===== config.mk =====
export PLATFORM = sky130hd
export DESIGN_NAME = mms_ctrl
export DESIGN_NICKNAME = d
export VERILOG_FILES = /design/src/rtl/mms_pkg.sv /design/src/rtl/mms_ctrl.sv
export SDC_FILE = /design/constraint.sdc
export NUM_CORES = 1
export LEC_CHECK = 0
export CAP_MARGIN = 20
export CORE_AREA = 4 4 41 43
export DETAILED_ROUTE_END_ITERATION = 8
export DIE_AREA = 0 0 45 47
export DONT_BUFFER_PORTS = 1
export GPL_ROUTABILITY_DRIVEN = 0
export PLACE_DENSITY = 0.3
export SLEW_MARGIN = 20
export SYNTH_ARGS = -nofsm -noshare
export SYNTH_HDL_FRONTEND = slang
export SYNTH_SLANG_ARGS = --single-unit

===== constraint.sdc =====
create_clock -name clk -period 1.53 [get_ports clk]
set_input_delay 0.306 -clock clk [delete_from_list [all_inputs] [get_ports clk]]
set_output_delay 0.306 -clock clk [all_outputs]
set_load 0.02 [all_outputs]

===== src/rtl/mms_pkg.sv =====
// Package with the shared types and constants of the min/max stack.
`timescale 1ns / 1ps
`default_nettype none

package mms_pkg;

  // Capacity of the stack and the widths that follow from it.
  localparam int DEPTH  = 64;
  localparam int ADDR_W = $clog2(DEPTH);
  localparam int LVL_W  = $clog2(DEPTH + 1);
  localparam int DATA_W = 32;
  localparam int CNT_W  = 7;

  // Operation codes of an input item.
  typedef enum logic [1:0] {
    OP_PUSH  = 2'd0,
    OP_POP   = 2'd1,
    OP_CLEAR = 2'd2,
    OP_PEEK  = 2'd3
  } op_code_t;

  // Status codes of a result item.
  typedef enum logic [1:0] {
    ST_OK       = 2'd0,
    ST_FULL     = 2'd1,
    ST_EMPTY    = 2'd2,
    ST_BAD_PEEK = 2'd3
  } status_t;

  // Controller states.
  typedef enum logic [1:0] {
    S_IDLE  = 2'd0,
    S_EXEC  = 2'd1,
    S_FETCH = 2'd2
  } state_t;

  // One input item.
  typedef struct packed {
    op_code_t                  op;
    logic signed [DATA_W-1:0]  argument;
  } stack_in_t;

  // One result item.
  typedef struct packed {
    status_t                   status;
    logic signed [DATA_W-1:0]  peek_value;
    logic signed [DATA_W-1:0]  top_value;
    logic [CNT_W-1:0]          entry_count;
    logic signed [DATA_W-1:0]  largest;
    logic signed [DATA_W-1:0]  smallest;
    logic                      is_empty;
  } stack_out_t;

  // One stack level: the value and the running extremes of it and all levels below.
  typedef struct packed {
    logic signed [DATA_W-1:0]  value;
    logic signed [DATA_W-1:0]  run_max;
    logic signed [DATA_W-1:0]  run_min;
  } entry_t;

  localparam int ENTRY_W = $bits(entry_t);

  // Commands from the controller to the datapath.
  typedef struct packed {
    logic capture;
    logic exec;
    logic fetch;
    logic finish;
  } mms_cmd_t;

  // Status from the datapath to the controller.
  typedef struct packed {
    logic need_read;
  } mms_stat_t;

endpackage

`default_nettype wire


===== src/rtl/mms_ctrl.sv =====
// Controller state machine that sequences one item at a time.
`timescale 1ns / 1ps
`default_nettype none

module mms_ctrl
  import mms_pkg::*;
(
  input  wire logic      clk,
  input  wire logic      rst_n,
  input  wire logic      start,
  input  wire mms_stat_t stat,
  output logic           busy,
  output mms_cmd_t       cmd,
  output logic           out_valid
);

  state_t state_r, state_nxt;
  logic   out_valid_r, out_valid_nxt;

  // Next state.
  always_comb begin
    state_nxt = state_r;
    case (state_r)
      S_IDLE:  if (start) state_nxt = S_EXEC;
      S_EXEC:  state_nxt = stat.need_read ? S_FETCH : S_IDLE;
      S_FETCH: state_nxt = S_IDLE;
      default: state_nxt = S_IDLE;
    endcase
  end

  // Commands and status outputs.
  always_comb begin
    cmd           = '0;
    busy          = 1'b1;
    case (state_r)
      S_IDLE: begin
        busy        = 1'b0;
        cmd.capture = start;
      end
      S_EXEC: begin
        cmd.exec   = 1'b1;
        cmd.finish = !stat.need_read;
      end
      S_FETCH: begin
        cmd.fetch  = 1'b1;
        cmd.finish = 1'b1;
      end
      default: begin
        busy = 1'b1;
      end
    endcase
    out_valid_nxt = cmd.finish;
  end

  // State and result strobe registers.
  always_ff @(posedge clk) begin
    if (!rst_n) begin
      state_r     <= S_IDLE;
      out_valid_r <= 1'b0;
    end else begin
      state_r     <= state_nxt;
      out_valid_r <= out_valid_nxt;
    end
  end

  assign out_valid = out_valid_r;

  // An accepted item makes the block busy in the next cycle.
  a_accept_busy: assert property (@(posedge clk) disable iff (!rst_n)
    (start && !busy) |=> busy)
    else $error("busy did not rise after an accepted item");

  // Result strobes are never back to back.
  a_strobe_gap: assert property (@(posedge clk) disable iff (!rst_n)
    out_valid |=> !out_valid)
    else $error("two result strobes in consecutive cycles");

  // A memory fetch always ends in a result.
  a_fetch_result: assert property (@(posedge clk) disable iff (!rst_n)
    (state_r == S_FETCH) |=> out_valid)
    else $error("fetch cycle did not produce a result");

endmodule

`default_nettype wire


==> reports/metrics.csv, run 1 <==
metric;value;unit
status;finished clean;
total track usage;4.578;%
Seq/Total Area, Yosys;29.27;%
average vias per placed instance;3.146;
routed length per instance;9.171;um
CTS max path bufs;2;
CP endpoint kind;output pin;
Die Wd;45;um
first-pass GRT wire length;579;um
worst reg2reg path depth;5;
Max Fanout on Critical Path;4;
hold path cells;1;
# hold bufs at CTS;0;
Post-Syn Area;205.2;um2
Fin. Hold Viols;0;
fill cell count;157;
post-synthesis async set-or-reset flop share;0;%
post-synthesis simple-gate area fraction;23.78;%
CP arrival;1160;ps
Core Util, Final;20.00;%
Worst-path clk slew;40;ps
PnR worst setup slack;60.74;ps
clock root cell;clkbuf_4;
clk_skew;1.057;ps
vias;129;
Worst R2R End;out_valid;
Port Buf Inserts;0;
Hold WS;196.1;ps
final non-filler cell total;41;
Slew HR;86.04;%
Tcrit/Tclk final;96.03;%
post-route cell area;260.3;um2
PD cells;1199;nW/um2
initial DRC count;0;
CP Class;reg -> out;
Data required, critical path;1220;ps
share of cells above drive strength 1;34.62;%
unrepaired setup endpoints after global routing;yes;
Slew @ Worst Pin;209.1;ps
total core area;1301;um2
TritonCTS clock tree;yes;
Initial Util;15.77;%
Pleak;0.1305;nW
R2R Setup Slk;330;ps
top-count cell post-synth;ha_1;
Power Total;0.3120;mW
share of Yosys cell area claimed by the top area cell type;29.27;%
Area Overhead vs Synth;26.83;%
cell row count;13;
final WL;376;um
worst slack at placement;221.0;ps
antenna viol nets, final;0;
H-tree levels;1;
Worst-Skew Late Latency;230;ps
max-slew violations;0;
I/O Pins;10;
post-placement cell area;231.5;um2
Residual DRC;0;
worst reg2reg path startpoint;state_r[1];
VDD IR-drop max;368.2;uV
Hold Crit Class;in -> reg;
largest family of logic cells by synthesized area;adder cells;
Compound-Gate Fraction of Synth Area;3.659;%
post-synthesis mux area share;9.756;%
count of flip-flops with a built-in enable after synthesis;0;
Final min period;1469;ps
clock sinks;3;
Synth Warn #;0;
Die H;47;um
CTS Buf Count;3;
Post-DP HPWL;318.1;um
Final setup viols;0;
die area;2115;um2
largest net degree at the start of global routing;5;
Netlist cell types;10;
Cells after Synth;21;
main flop type after synthesis;dfxtp_1;
fmax;680.6;MHz
largest cells by area after synthesis;dfxtp_1, ha_1, mux2i_1, and2_1, nand2b_4;
adder-cell share of the synthesized area;24.39;%
startpoint types;flop;
most instantiated cells after synthesis;ha_1, and2_1, dfxtp_1, inv_1;
# Post-CTS Setup Buffers;0;
initial antenna violation count;0;
Antenna Cells;0;
Synth area leader;dfxtp_1;
global route total overflow;0;
DR pass1 iterations;1;
syn_nets;29;
hold path start;rst_n;
nets@finish;35;
Post-Syn Area per Cell;9.771;um2
max-cap viol count;0;
Synth Area in XOR/XNOR;0;%
dpl cells;37;
worst hold path endpoint;state_r[1];
setup TNS;0;ps
vias in the first global route;149;
Synth Register Bits;3;
-- where the power goes --
group / switching [mW] / internal [mW]
Combinational: 0.0506 / 0.0328
Sequential: 0.00587 / 0.0857
Clock: 0.0393 / 0.0976
Total: 0.0958 / 0.216
-- worst max-delay path, cell delays in order (launching register included) --
cell and delay [ps]:
dfxtp_2 320, inv_2 50, ha_1 180, nor2b_1 130, o21a_2 240
-- layer usage --
metal  GRT usage (%)  up-vias  wire length, um
met1           4.989       48              173
li1                -       74                -
met2           5.085        7              157
met3           1.149        0               45
met4           8.772        0                0
met5               0        -                0
-- worst max-delay path by stage --
stage,start,to,depth (start not counted)
2_1_floorplan,state_r[1],cmd[0],5
3_3_place_gp,state_r[1],cmd[0],4
3_5_place_dp,state_r[1],cmd[0],4
4_1_cts,state_r[1],cmd[0],4
5_1_grt,state_r[0],cmd[3],3
6_report,state_r[1],cmd[0],4
-- sequential cells by signal, summed over array words and instances (netlist names) --
name       flops
state_r        2
out_valid      1
-- cells by family after synthesis --
family                   after synthesis
multiplexers                           2
flip-flops                             3
AND/OR/NAND/NOR                        7
adder cells (fa/ha/maj)                4
AO/OA/AOI/OAI                          1
buffers and inverters                  4
-- cell usage in the layout (no fill, tap or decap) --
cell type	count
nand2b_4	1
inv_2	1
inv_1	2
dfxtp_1	2
clkbuf_1	1
o21a_2	1
clkbuf_4	3
ha_1	4
nor2b_1	2
nand2_1	1
dfxtp_2	1
mux2i_1	2
and2_1	3
buf_4	2
-- repair_timing --
| action | CTS | global route |
|---|---|---|
| resized for setup | 2 | 1 |
| endpoints found under the hold margin | 0 | 0 |
| endpoints found under the setup margin | 1 | 2 |
| pin swaps | 1 | 1 |
-- layout make-up --
| type | instances | area (um2) | area share (%) |
|---|---|---|---|
| Clock buffer | 4 | 26.28 | 10.10 |
| Inverter | 3 | 11.26 | 4.327 |
| Multi-Input combinational cell | 14 | 127.6 | 49.04 |
| Sequential cell | 3 | 61.31 | 23.56 |
| Tap cell | 15 | 18.77 | 7.212 |
| Timing Repair Buffer | 2 | 15.01 | 5.769 |
Power figures use the tool's default switching activity.
==> run 2, diff against run 1 <==
--- a/config.mk
+++ b/config.mk
@@ -6,12 +6,14 @@
 export NUM_CORES = 1
 export LEC_CHECK = 0
 export CAP_MARGIN = 20
+export CELL_PAD_IN_SITES_DETAIL_PLACEMENT = 1
+export CELL_PAD_IN_SITES_GLOBAL_PLACEMENT = 2
 export CORE_AREA = 4 4 41 43
 export DETAILED_ROUTE_END_ITERATION = 8
 export DIE_AREA = 0 0 45 47
 export DONT_BUFFER_PORTS = 1
 export GPL_ROUTABILITY_DRIVEN = 0
-export PLACE_DENSITY = 0.3
+export PLACE_DENSITY = 0.42
 export SLEW_MARGIN = 20
 export SYNTH_ARGS = -nofsm -noshare
 export SYNTH_HDL_FRONTEND = slang
==> reports/metrics.csv, run 2 (same netlist as run 1, synthesis figures left out) <==
metric;value;unit;change
status;finished clean;;unchanged
Antenna Cells;0;;unchanged
max-cap viol count;0;;unchanged
Initial Util;15.77;%;unchanged
CP Class;reg -> out;;unchanged
final WL;389;um;was 376 um
unrepaired setup endpoints after global routing;yes;;unchanged
Hold Crit Class;in -> reg;;unchanged
Storage cell area;61.31;um2;unchanged
die area;2115;um2;unchanged
dpl cells;37;;unchanged
worst reg2reg path startpoint;state_r[1];;unchanged
Die Wd;45;um;unchanged
hold path cells;1;;unchanged
vias;145;;was 129
cell row count;13;;unchanged
Pleak;0.1316;nW;was 0.1305 nW
share of cells above drive strength 1;34.62;%;unchanged
# hold bufs at CTS;0;;unchanged
Fin. Hold Viols;0;;unchanged
Slew @ Worst Pin;208.7;ps;was 209.1 ps
first-pass GRT wire length;627;um;was 579 um
routed length per instance;9.488;um;was 9.171 um
vias in the first global route;173;;was 149
CP endpoint kind;output pin;;unchanged
I/O Pins;10;;unchanged
CP arrival;1170;ps;was 1160 ps
clk_skew;6.939;ps;was 1.057 ps
hold path start;rst_n;;unchanged
Data required, critical path;1220;ps;about the same
global route total overflow;0;;unchanged
Slew HR;86.07;%;was 86.04%
most frequent cells in the layout;ha_1, and2_1, clkbuf_4;;unchanged
Die H;47;um;unchanged
fmax;676.9;MHz;was 680.6 MHz
Post-DP HPWL;327.9;um;was 318.1 um
Largest register FFs;2;;unchanged
Power Total;0.3188;mW;was 0.3120 mW
max-slew violations;0;;unchanged
Seq pwr share;28.7;%;was 29.4%
final non-filler cell total;41;;unchanged
Core Util, Final;20.48;%;was 20.00%
clock sinks;3;;unchanged
clock share of power;43.7;%;was 43.9%
largest net degree at the start of global routing;5;;unchanged
nets@finish;35;;unchanged
area of the multi-input gates;133.9;um2;was 127.6 um2
Final min period;1477;ps;was 1469 ps
CTS Buf Count;3;;unchanged
total core area;1301;um2;unchanged
Final setup viols;0;;unchanged
setup TNS;0;ps;unchanged
Worst-path clk slew;40;ps;about the same
average vias per placed instance;3.537;;was 3.146
Tcrit/Tclk final;96.56;%;was 96.03%
Residual DRC;0;;unchanged
Port Buf Inserts;0;;unchanged
TritonCTS clock tree;yes;;unchanged
Hold WS;191.4;ps;was 196.1 ps
CTS max path bufs;2;;unchanged
antenna viol nets, final;0;;unchanged
clock root cell;clkbuf_4;;unchanged
VDD IR-drop max;310.7;uV;was 368.2 uV
Max Fanout on Critical Path;3;;was 4
Cell Int Power;0.2193;mW;was 0.2162 mW
Sw Share;31.23;%;was 30.70%
H-tree levels;1;;unchanged
startpoint types;flop;;unchanged
Combinational Power Share;27.6;%;was 26.8%
initial DRC count;1;;was 0
Area Overhead vs Synth;29.88;%;was 26.83%
Worst-Skew Late Latency;230;ps;about the same
DR pass1 iterations;4;;was 1
worst reg2reg path depth;5;;unchanged
PD cells;1196;nW/um2;was 1199 nW/um2
Psw;0.09957;mW;was 0.09577 mW
Most flops, register;state_r;;unchanged
total track usage;4.420;%;was 4.578%
initial antenna violation count;0;;unchanged
fill cell count;162;;was 157
commonest non-fill, non-tap cell in the layout;ha_1;;unchanged
Critical path origin;state_r[0];;was state_r[1]
[run 2: cell counts in the layout (fill, tap and decap cells not counted)]
Identical to the previous run, type by type.
[run 2: power groups by stage]
stage | Clock (mW) | Combinational, mW | Sequential [mW]
detailed placement | 0 | 0.0857 | 0.0925
floorplan | 0 | 0.0722 | 0.0911
global route | 0.147 | 0.0977 | 0.0931
global placement | 0 | 0.0857 | 0.0926
CTS | 0.146 | 0.0865 | 0.0920
finish | 0.139 | 0.0881 | 0.0915
[run 2: repair_timing]
| item | CTS | global route |
|---|---|---|
| pin swaps | 1 | 0 |
| resized for setup | 3 | 1 |
| hold endpoints to repair | 0 | 0 |
| buffers inserted | 0 | 0 |
| endpoints found under the setup margin | 1 | 2 |
[run 2: final timing paths]
kind / to / slack (ps)
setup / recovery: cmd[3] / 50
hold / removal: state_r[1] / 190
setup reg to reg: out_valid / 330
hold reg to reg: state_r[0] / 560
[run 2: routing by layer]
layer	wire length [um]	track usage, %	up-vias
met5	0	0	-
met4	0	5.263	0
met3	38	1.916	0
met2	214	7.627	6
met1	136	3.401	66
li1	-	-	73
[run 2: final cells by class]
| cell class | instances | area share, % |
|---|---|---|
| flip-flops and latches | 3 | 23.00 |
| multi-input cells | 14 | 50.23 |
| repair buffers | 2 | 5.634 |
| inverters | 3 | 4.225 |
| well taps | 15 | 7.042 |
| clock buffers | 4 | 9.859 |
[run 2: worst max-delay path: stages (launching register included)]
cell	delay (ps)
dfxtp_1	350
inv_1	90
ha_1	260
and2_1	240
[run 2: per-stage QoR]
stage / area (um2) / setup WS, ps
after floorplan: 205.2 / 108.6
final: 266.5 / 52.63
after CTS: 260.3 / 26.33
after global placement: 231.5 / 228.2
after detailed placement: 231.5 / 239.6
after global routing: 266.5 / -32.79
